$ cat config.mk
export PLATFORM = sky130hd
export DESIGN_NAME = stepper_phase_sequencer_unit
export DESIGN_NICKNAME = d
export VERILOG_FILES = /design/src/rtl/sps_pkg.sv /design/src/rtl/stepper_phase_sequencer_unit.sv
export SDC_FILE = /design/constraint.sdc
export NUM_CORES = 1
export LEC_CHECK = 0
export BUFFER_PORTS_ARGS = -buffer_cell sky130_fd_sc_hd__buf_2
export CAP_MARGIN = 15
export CORE_ASPECT_RATIO = 0.7
export CORE_UTILIZATION = 54
export CTS_BUF_LIST = sky130_fd_sc_hd__clkbuf_4
export CTS_CLUSTER_SIZE = 28
export DETAILED_ROUTE_END_ITERATION = 8
export GPL_ROUTABILITY_DRIVEN = 0
export PLACE_DENSITY = 0.76
export SKIP_CTS_REPAIR_TIMING = 1
export SYNTH_ARGS = -nofsm -noshare
export SYNTH_HDL_FRONTEND = slang
export SYNTH_SLANG_ARGS = --single-unit
$ cat constraint.sdc
create_clock -name clk_i -period 7.9 [get_ports clk_i]
set_clock_uncertainty 0.05 [all_clocks]
set_input_delay 1.185 -clock clk_i [delete_from_list [all_inputs] [get_ports clk_i]]
set_output_delay 1.185 -clock clk_i [all_outputs]
set_load 0.005 [all_outputs]
$ cat src/rtl/sps_pkg.sv
// ----------------------------------------------------------------------------
// sps_pkg
// types, codes and coil tables of the stepper phase sequencer
// ----------------------------------------------------------------------------
package sps_pkg;

  localparam int unsigned PosBits   = 32;
  localparam int unsigned PosOutW   = 32;
  localparam int unsigned OpW       = 3;
  localparam int unsigned ModeW     = 2;
  localparam int unsigned PhaseW    = 3;
  localparam int unsigned CountW    = 16;
  localparam int unsigned CoilW     = 4;
  localparam int unsigned CfgIndexW = 2;
  localparam int unsigned CfgDataW  = 16;

  typedef enum logic [OpW-1:0] {
    OP_TICK    = 3'd0,
    OP_STEP    = 3'd1,
    OP_START   = 3'd2,
    OP_HOLD    = 3'd3,
    OP_RELEASE = 3'd4,
    OP_CLEAR   = 3'd5
  } op_e;

  typedef enum logic [ModeW-1:0] {
    MODE_WAVE = 2'd0,
    MODE_FULL = 2'd1,
    MODE_HALF = 2'd2
  } mode_e;

  // spare mode code, a write of it is dropped
  localparam logic [ModeW-1:0] MODE_UNUSED = 2'd3;

  typedef enum logic [CfgIndexW-1:0] {
    CFG_STEP_MODE  = 2'd0,
    CFG_STEP_DELAY = 2'd1,
    CFG_USE_ENABLE = 2'd2
  } cfg_index_e;

  localparam logic [CoilW-1:0] WAVE_TAB [4] = '{4'h1, 4'h2, 4'h4, 4'h8};
  localparam logic [CoilW-1:0] FULL_TAB [4] = '{4'h3, 4'h6, 4'hC, 4'h9};
  localparam logic [CoilW-1:0] HALF_TAB [8] =
    '{4'h1, 4'h3, 4'h2, 4'h6, 4'h4, 4'hC, 4'h8, 4'h9};

  function automatic logic [CoilW-1:0] coil_entry(mode_e mode, logic [PhaseW-1:0] idx);
    logic [CoilW-1:0] pat;
    unique case (mode)
      MODE_WAVE: pat = WAVE_TAB[idx[1:0]];
      MODE_HALF: pat = HALF_TAB[idx];
      default:   pat = FULL_TAB[idx[1:0]];
    endcase
    return pat;
  endfunction

endpackage

$ cat src/rtl/stepper_phase_sequencer_unit.sv
// ----------------------------------------------------------------------------
// stepper phase sequencer unit
// coil pattern, position and timed move control for one stepper bridge
// result: registered, on the output in the cycle after the item is accepted
// throughput: one item per cycle while results are taken; the result register
//   frees in the cycle it is taken, so the next item enters in that same cycle
// reset: no result pending, phase, position, coils and move cleared,
//   step_mode full step, step_delay one, use_enable off
// ----------------------------------------------------------------------------
module stepper_phase_sequencer_unit (
  input  logic                               clk_i,
  input  logic                               rst_ni,
  input  logic                               cfg_we_i,
  input  logic [sps_pkg::CfgIndexW-1:0]      cfg_index_i,
  input  logic [sps_pkg::CfgDataW-1:0]       cfg_wdata_i,
  input  logic                               in_valid_i,
  output logic                               in_ready_o,
  input  logic [sps_pkg::OpW-1:0]            operation_i,
  input  logic                               direction_i,
  input  logic [sps_pkg::CountW-1:0]         step_count_i,
  output logic                               out_valid_o,
  input  logic                               out_ready_i,
  output logic [sps_pkg::CoilW-1:0]          coils_o,
  output logic                               energized_o,
  output logic                               bridge_enable_o,
  output logic signed [sps_pkg::PosOutW-1:0] position_o,
  output logic                               moving_o,
  output logic [sps_pkg::CountW-1:0]         steps_left_o,
  output logic                               stepped_o,
  output logic                               status_o
);
  import sps_pkg::*;

  mode_e               mode_q, mode_d;
  logic [CountW-1:0]   delay_q, delay_d;
  logic                use_en_q, use_en_d;
  logic [PhaseW-1:0]   phase_q, phase_d;
  logic [PosBits-1:0]  pos_q, pos_d;
  logic [CoilW-1:0]    coil_q, coil_d;
  logic                en_q, en_d;
  logic                active_q, active_d;
  logic                mdir_q, mdir_d;
  logic [CountW-1:0]   remain_q, remain_d;
  logic [CountW-1:0]   tick_q, tick_d;
  logic                out_valid_q;
  logic                stepped_q, stepped_d;
  logic                status_q, status_d;

  logic                accept;
  logic                do_step;
  logic                step_dir;
  logic [PhaseW-1:0]   phase_up;
  logic [PhaseW-1:0]   phase_dn;
  logic [PhaseW-1:0]   phase_stp;
  logic [CountW-1:0]   remain_dec;

  assign in_ready_o = !out_valid_q || out_ready_i;
  assign accept     = in_valid_i && in_ready_o;

  // a tick steps in the move direction, a single step in the item direction
  assign step_dir = (operation_i == OP_TICK) ? mdir_q : direction_i;

  // phase neighbors: eight entries in half step, four otherwise
  always_comb begin
    phase_up = phase_q + PhaseW'(1);
    phase_dn = phase_q - PhaseW'(1);
    if (mode_q != MODE_HALF) begin
      phase_up[PhaseW-1] = 1'b0;
      phase_dn[PhaseW-1] = 1'b0;
    end
    phase_stp = step_dir ? phase_dn : phase_up;
  end

  assign remain_dec = remain_q - CountW'(1);

  always_comb begin
    mode_d    = mode_q;
    delay_d   = delay_q;
    use_en_d  = use_en_q;
    phase_d   = phase_q;
    pos_d     = pos_q;
    coil_d    = coil_q;
    en_d      = en_q;
    active_d  = active_q;
    mdir_d    = mdir_q;
    remain_d  = remain_q;
    tick_d    = tick_q;
    stepped_d = 1'b0;
    status_d  = 1'b0;
    do_step   = 1'b0;

    if (accept) begin
      unique case (op_e'(operation_i))
        OP_TICK: begin
          if (active_q) begin
            if (tick_q <= CountW'(1)) begin
              do_step  = 1'b1;
              remain_d = remain_dec;
              tick_d   = delay_q;
              if (remain_dec == '0) begin
                active_d = 1'b0;
              end
            end else begin
              tick_d = tick_q - CountW'(1);
            end
          end
        end
        OP_STEP: begin
          do_step = 1'b1;
        end
        OP_START: begin
          if (step_count_i == '0 || active_q) begin
            status_d = 1'b1;
          end else begin
            active_d = 1'b1;
            remain_d = step_count_i;
            mdir_d   = direction_i;
            tick_d   = delay_q;
          end
        end
        OP_HOLD: begin
          if (use_en_q) begin
            en_d = 1'b1;
          end
          coil_d = coil_entry(mode_q, phase_q);
        end
        OP_RELEASE: begin
          coil_d = '0;
          if (use_en_q) begin
            en_d = 1'b0;
          end
        end
        OP_CLEAR: begin
          pos_d = '0;
        end
        default: begin
          status_d = 1'b1;
        end
      endcase

      if (do_step) begin
        stepped_d = 1'b1;
        phase_d   = phase_stp;
        coil_d    = coil_entry(mode_q, phase_stp);
        pos_d     = step_dir ? pos_q - PosBits'(1) : pos_q + PosBits'(1);
      end
    end else if (cfg_we_i) begin
      unique case (cfg_index_e'(cfg_index_i))
        CFG_STEP_MODE: begin
          // the unused mode code leaves mode and phase alone
          if (cfg_wdata_i[ModeW-1:0] != MODE_UNUSED) begin
            mode_d  = mode_e'(cfg_wdata_i[ModeW-1:0]);
            phase_d = '0;
          end
        end
        CFG_STEP_DELAY: begin
          delay_d = (cfg_wdata_i == '0) ? CountW'(1) : cfg_wdata_i;
        end
        CFG_USE_ENABLE: begin
          use_en_d = cfg_wdata_i[0];
          en_d     = cfg_wdata_i[0];
        end
        default: begin
        end
      endcase
    end
  end

  always_ff @(posedge clk_i or negedge rst_ni) begin
    if (!rst_ni) begin
      mode_q      <= MODE_FULL;
      delay_q     <= CountW'(1);
      use_en_q    <= 1'b0;
      phase_q     <= '0;
      pos_q       <= '0;
      coil_q      <= '0;
      en_q        <= 1'b0;
      active_q    <= 1'b0;
      mdir_q      <= 1'b0;
      remain_q    <= '0;
      tick_q      <= '0;
      out_valid_q <= 1'b0;
      stepped_q   <= 1'b0;
      status_q    <= 1'b0;
    end else begin
      mode_q   <= mode_d;
      delay_q  <= delay_d;
      use_en_q <= use_en_d;
      phase_q  <= phase_d;
      pos_q    <= pos_d;
      coil_q   <= coil_d;
      en_q     <= en_d;
      active_q <= active_d;
      mdir_q   <= mdir_d;
      remain_q <= remain_d;
      tick_q   <= tick_d;
      if (accept) begin
        out_valid_q <= 1'b1;
        stepped_q   <= stepped_d;
        status_q    <= status_d;
      end else if (out_ready_i) begin
        out_valid_q <= 1'b0;
      end
    end
  end

  // only accepted items and register writes change state while a result waits
  assign out_valid_o     = out_valid_q;
  assign coils_o         = coil_q;
  assign energized_o     = |coil_q;
  assign bridge_enable_o = en_q;
  assign position_o      = PosOutW'($signed(pos_q));
  assign moving_o        = active_q;
  assign steps_left_o    = remain_q;
  assign stepped_o       = stepped_q;
  assign status_o        = status_q;

endmodule

==> impl_metrics.ini <==
[status]
result_of_the_run = finished, final reports clean

[worst_setup_path]
critPathArrivalTime_ns = 5.37
nature_of_the_critical_path_endpoint = flop
regToRegEndpoint = position_o[30]
crit_path_max_fanout = 43
setup.reg_to_reg.worst_slack_ns = 3.62
worstRegToRegCells = 12
path_class = input port to flop
critical_path_required_time_ns = 8.20
regToRegStartpoint = mdir_q
start_kind = input port
critPathLaunch = operation_i[2]

[min_path]
hold_path_class = flop to flop
worst_hold_path.num_cells = 2
min_to = status_o
hold_path.startpoint = status_o

[global_route]
gr-usage-met3 = 0.0516
initial_antenna_violation_count = 0
grt-ovfl-total = 0
grt_util_all_layers = 0.280
use_met1 = 0.402
grt_pass1_wl_mm = 28.7
global_route_met2_utilization = 0.435
first_global_vias = 5798
grt-busiest-layer = met2
grt_max_degree = 78

[route]
routed_wl_mm = 17.4
number_of_nets_with_antenna_violations_after_detailed_routing = 0
routed_via_density = 6.11
drt_iter0_drc = 484
dr.pass1.iters = 5
num_vias = 6277
detail_route.wl_per_cell_um = 17.0
drc = 0

[place]
post_dp_cell_area_sq_mm = 0.00735
port-buffer-count = 101
detailed_placement_wirelength_estimate_mm = 12.8

[synth]
synth_seq_cells = 96
netlist_instances = 784
yosysTopAreaCell = sky130_fd_sc_hd__dfrtp_1
synth-edff-count = 0
synth.area.top_cells = sky130_fd_sc_hd__dfrtp_1, sky130_fd_sc_hd__ha_1, sky130_fd_sc_hd__o21ai_0
net_count_after_synthesis = 880
synth_area_per_cell_sq_um = 8.61
ys.warnings.count = 0
ys.flop_type = sky130_fd_sc_hd__dfrtp_1
syn-cell-area_sq_mm = 0.00675
asyncSetResetFlopFracSynth = 1.00
synth_sequential_area_ratio = 0.356
number_of_different_library_cells_in_the_post_synthesis_netlist = 67
yosys_top_cell_area_share = 0.348

[floorplanning]
rows = 33
floorplan.initialDensity = 0.566
io_pins = 102
die-width_um = 136
die-area_sq_mm = 0.0130
floorplan.die.height_um = 95.6
core-area_sq_mm = 0.0119

[cts]
clock_path_buffers = 2
cts.htree.levels = 3
cts_buffers = 9
cts.clk_slew.worst_paths_ns = 0.18
root_buffer = sky130_fd_sc_hd__clkbuf_4
clkLatencyLatePin_ns = 0.48
cts_tree = yes
clock_sink_count = 96

[sta]
maximum_frequency_from_static_timing_analysis_mhz = 197
setup-violations-final = 0
hold_violations = 0
rsz0062_at_grt = false
tightest_slew_ns = 1.01
final.min_clock_period_ns = 5.07
maxSlewHeadroom = 0.328
final_min_period_over_clock_period = 0.642
final_max_slew_viol_count = 0
setup_tns_ns = 0

[final_layout]
post_route_cells_drive_above_1_share = 0.184
design_area_sq_mm = 0.00749
area_growth_syn_to_layout_pct = 11.0
layout.nets = 962
diodes_inserted = 0
fillCellCount = 1047

[power]
p_leak_nw = 3.44
ir_worst_vdd_v = 0.000168
pwr_density_cell_mw_per_mm2 = 294
report.power.total_mw = 2.21

[flow_run]
max_cap_violations = 0
==> flip-flops by register name, indices dropped and copies added (netlist names) <==
name	cells
mdir_q	1
use_en_q	1
mode_q	2
out_valid_o	1
tick_q	16
steps_left_o	16
moving_o	1
bridge_enable_o	1
stepped_o	1
coils_o	4
phase_q	3
status_o	1
position_o	32
delay_q	16
==> worst max-delay path, stage by stage <==
cell and delay, ns:
sky130_fd_sc_hd__buf_2 0.46, sky130_fd_sc_hd__o31a_1 0.34, sky130_fd_sc_hd__or2_2 0.77, sky130_fd_sc_hd__ha_1 0.39, sky130_fd_sc_hd__a21o_1 0.20, sky130_fd_sc_hd__a311o_1 0.37, sky130_fd_sc_hd__o31ai_1 0.21, sky130_fd_sc_hd__o31a_1 0.26
sky130_fd_sc_hd__a31oi_1 0.22, sky130_fd_sc_hd__a311o_1 0.44, sky130_fd_sc_hd__a31oi_1 0.24, sky130_fd_sc_hd__xor2_1 0.17, sky130_fd_sc_hd__o21ai_0 0.10
==> how the worst max path moves through the flow <==
stage,end,cells past startpoint
2_1_floorplan,position_o[30],14
3_5_place_dp,position_o[30],13
4_1_cts,position_o[30],13
6_report,position_o[30],13
5_1_grt,position_o[29],13
3_3_place_gp,position_o[30],13
==> layout make-up <==
cell class              count  area (sq um)  share of cell area
multi-input cells         632          4130               0.551
flip-flops and latches     96          2400               0.321
repair buffers            107           557              0.0743
well taps                 157           196              0.0262
inverters                  20          75.1              0.0100
clock buffers               9          67.6             0.00902
clock inverters             7          62.6             0.00835
==> layout by cell type (no fill, tap or decap), types with 7 or more instances in the layout <==
cell	count
sky130_fd_sc_hd__a21o_1	11
sky130_fd_sc_hd__a21oi_1	72
sky130_fd_sc_hd__a31oi_1	8
sky130_fd_sc_hd__buf_2	100
sky130_fd_sc_hd__clkbuf_4	9
sky130_fd_sc_hd__dfrtp_1	94
sky130_fd_sc_hd__ha_1	53
sky130_fd_sc_hd__inv_1	20
sky130_fd_sc_hd__mux2_2	21
sky130_fd_sc_hd__nand2_1	85
sky130_fd_sc_hd__nand2b_1	10
sky130_fd_sc_hd__nand3_1	9
sky130_fd_sc_hd__nor2_1	64
sky130_fd_sc_hd__nor3_1	26
sky130_fd_sc_hd__nor4_1	12
sky130_fd_sc_hd__o21ai_0	93
sky130_fd_sc_hd__o22ai_1	7
sky130_fd_sc_hd__o31ai_1	14
sky130_fd_sc_hd__or3_1	10
sky130_fd_sc_hd__xnor2_1	17
sky130_fd_sc_hd__xor2_1	11
==> power breakdown <==
group / internal (mW) / total (mW) / switching (mW)
clock: 0.0715 / 0.264 / 0.193
combinational: 0.489 / 1.09 / 0.601
sequential: 0.657 / 0.851 / 0.194
total: 1.22 / 2.21 / 0.988
==> cells in the mapped netlist (all sizes together) (3+ instances only) <==
master  number
ha          53
and2         6
nor4        13
nor2        64
dfrtp       94
o21ai       97
a311o        3
a41oi        4
a21oi       72
o31a         3
o21bai       3
buf          6
inv         20
a22oi        6
or4          4
a21o        11
mux2        21
nor4b        4
o41ai        3
nand2       85
clkbuf      30
nand4        4
o22ai        7
nand3        9
xnor2       17
nor2b        6
or3         10
nand2b      11
a211oi       6
o21a         5
nor3        28
nor3b        8
o31ai       14
a32oi        3
mux2i        4
a31oi        8
o211ai       3
xor2        11
==> through the flow <==
stage	std cells	util	setup WS (ns)	hold WS, ns
finish	1028	0.628	2.83	0.441
global route	1028	0.628	2.65	0.483
CTS	1027	0.627	2.89	0.449
detailed placement	1011	0.616	2.35	0.415
global placement	1011	0.616	2.60	0.415
floorplan	784	-	3.34	0.413
==> routing by layer <==
metal,up-vias,share of wire
li1,3043,-
met1,2992,0.48
met2,225,0.45
met3,17,0.065
met4,0,0.011
met5,-,0
==> cells by family after synthesis <==
family | count (synthesis) | share of synthesized area
flip-flops | 96 | 0.356
adder cells (fa/ha/maj) | 53 | 0.0982
buffers and inverters | 56 | 0.0346
multiplexers | 25 | 0.0409
XOR/XNOR | 28 | 0.0363
AO/OA/AOI/OAI | 263 | 0.240
AND/OR/NAND/NOR | 263 | 0.194
No activity file was read; power rests on OpenSTA's default activity.
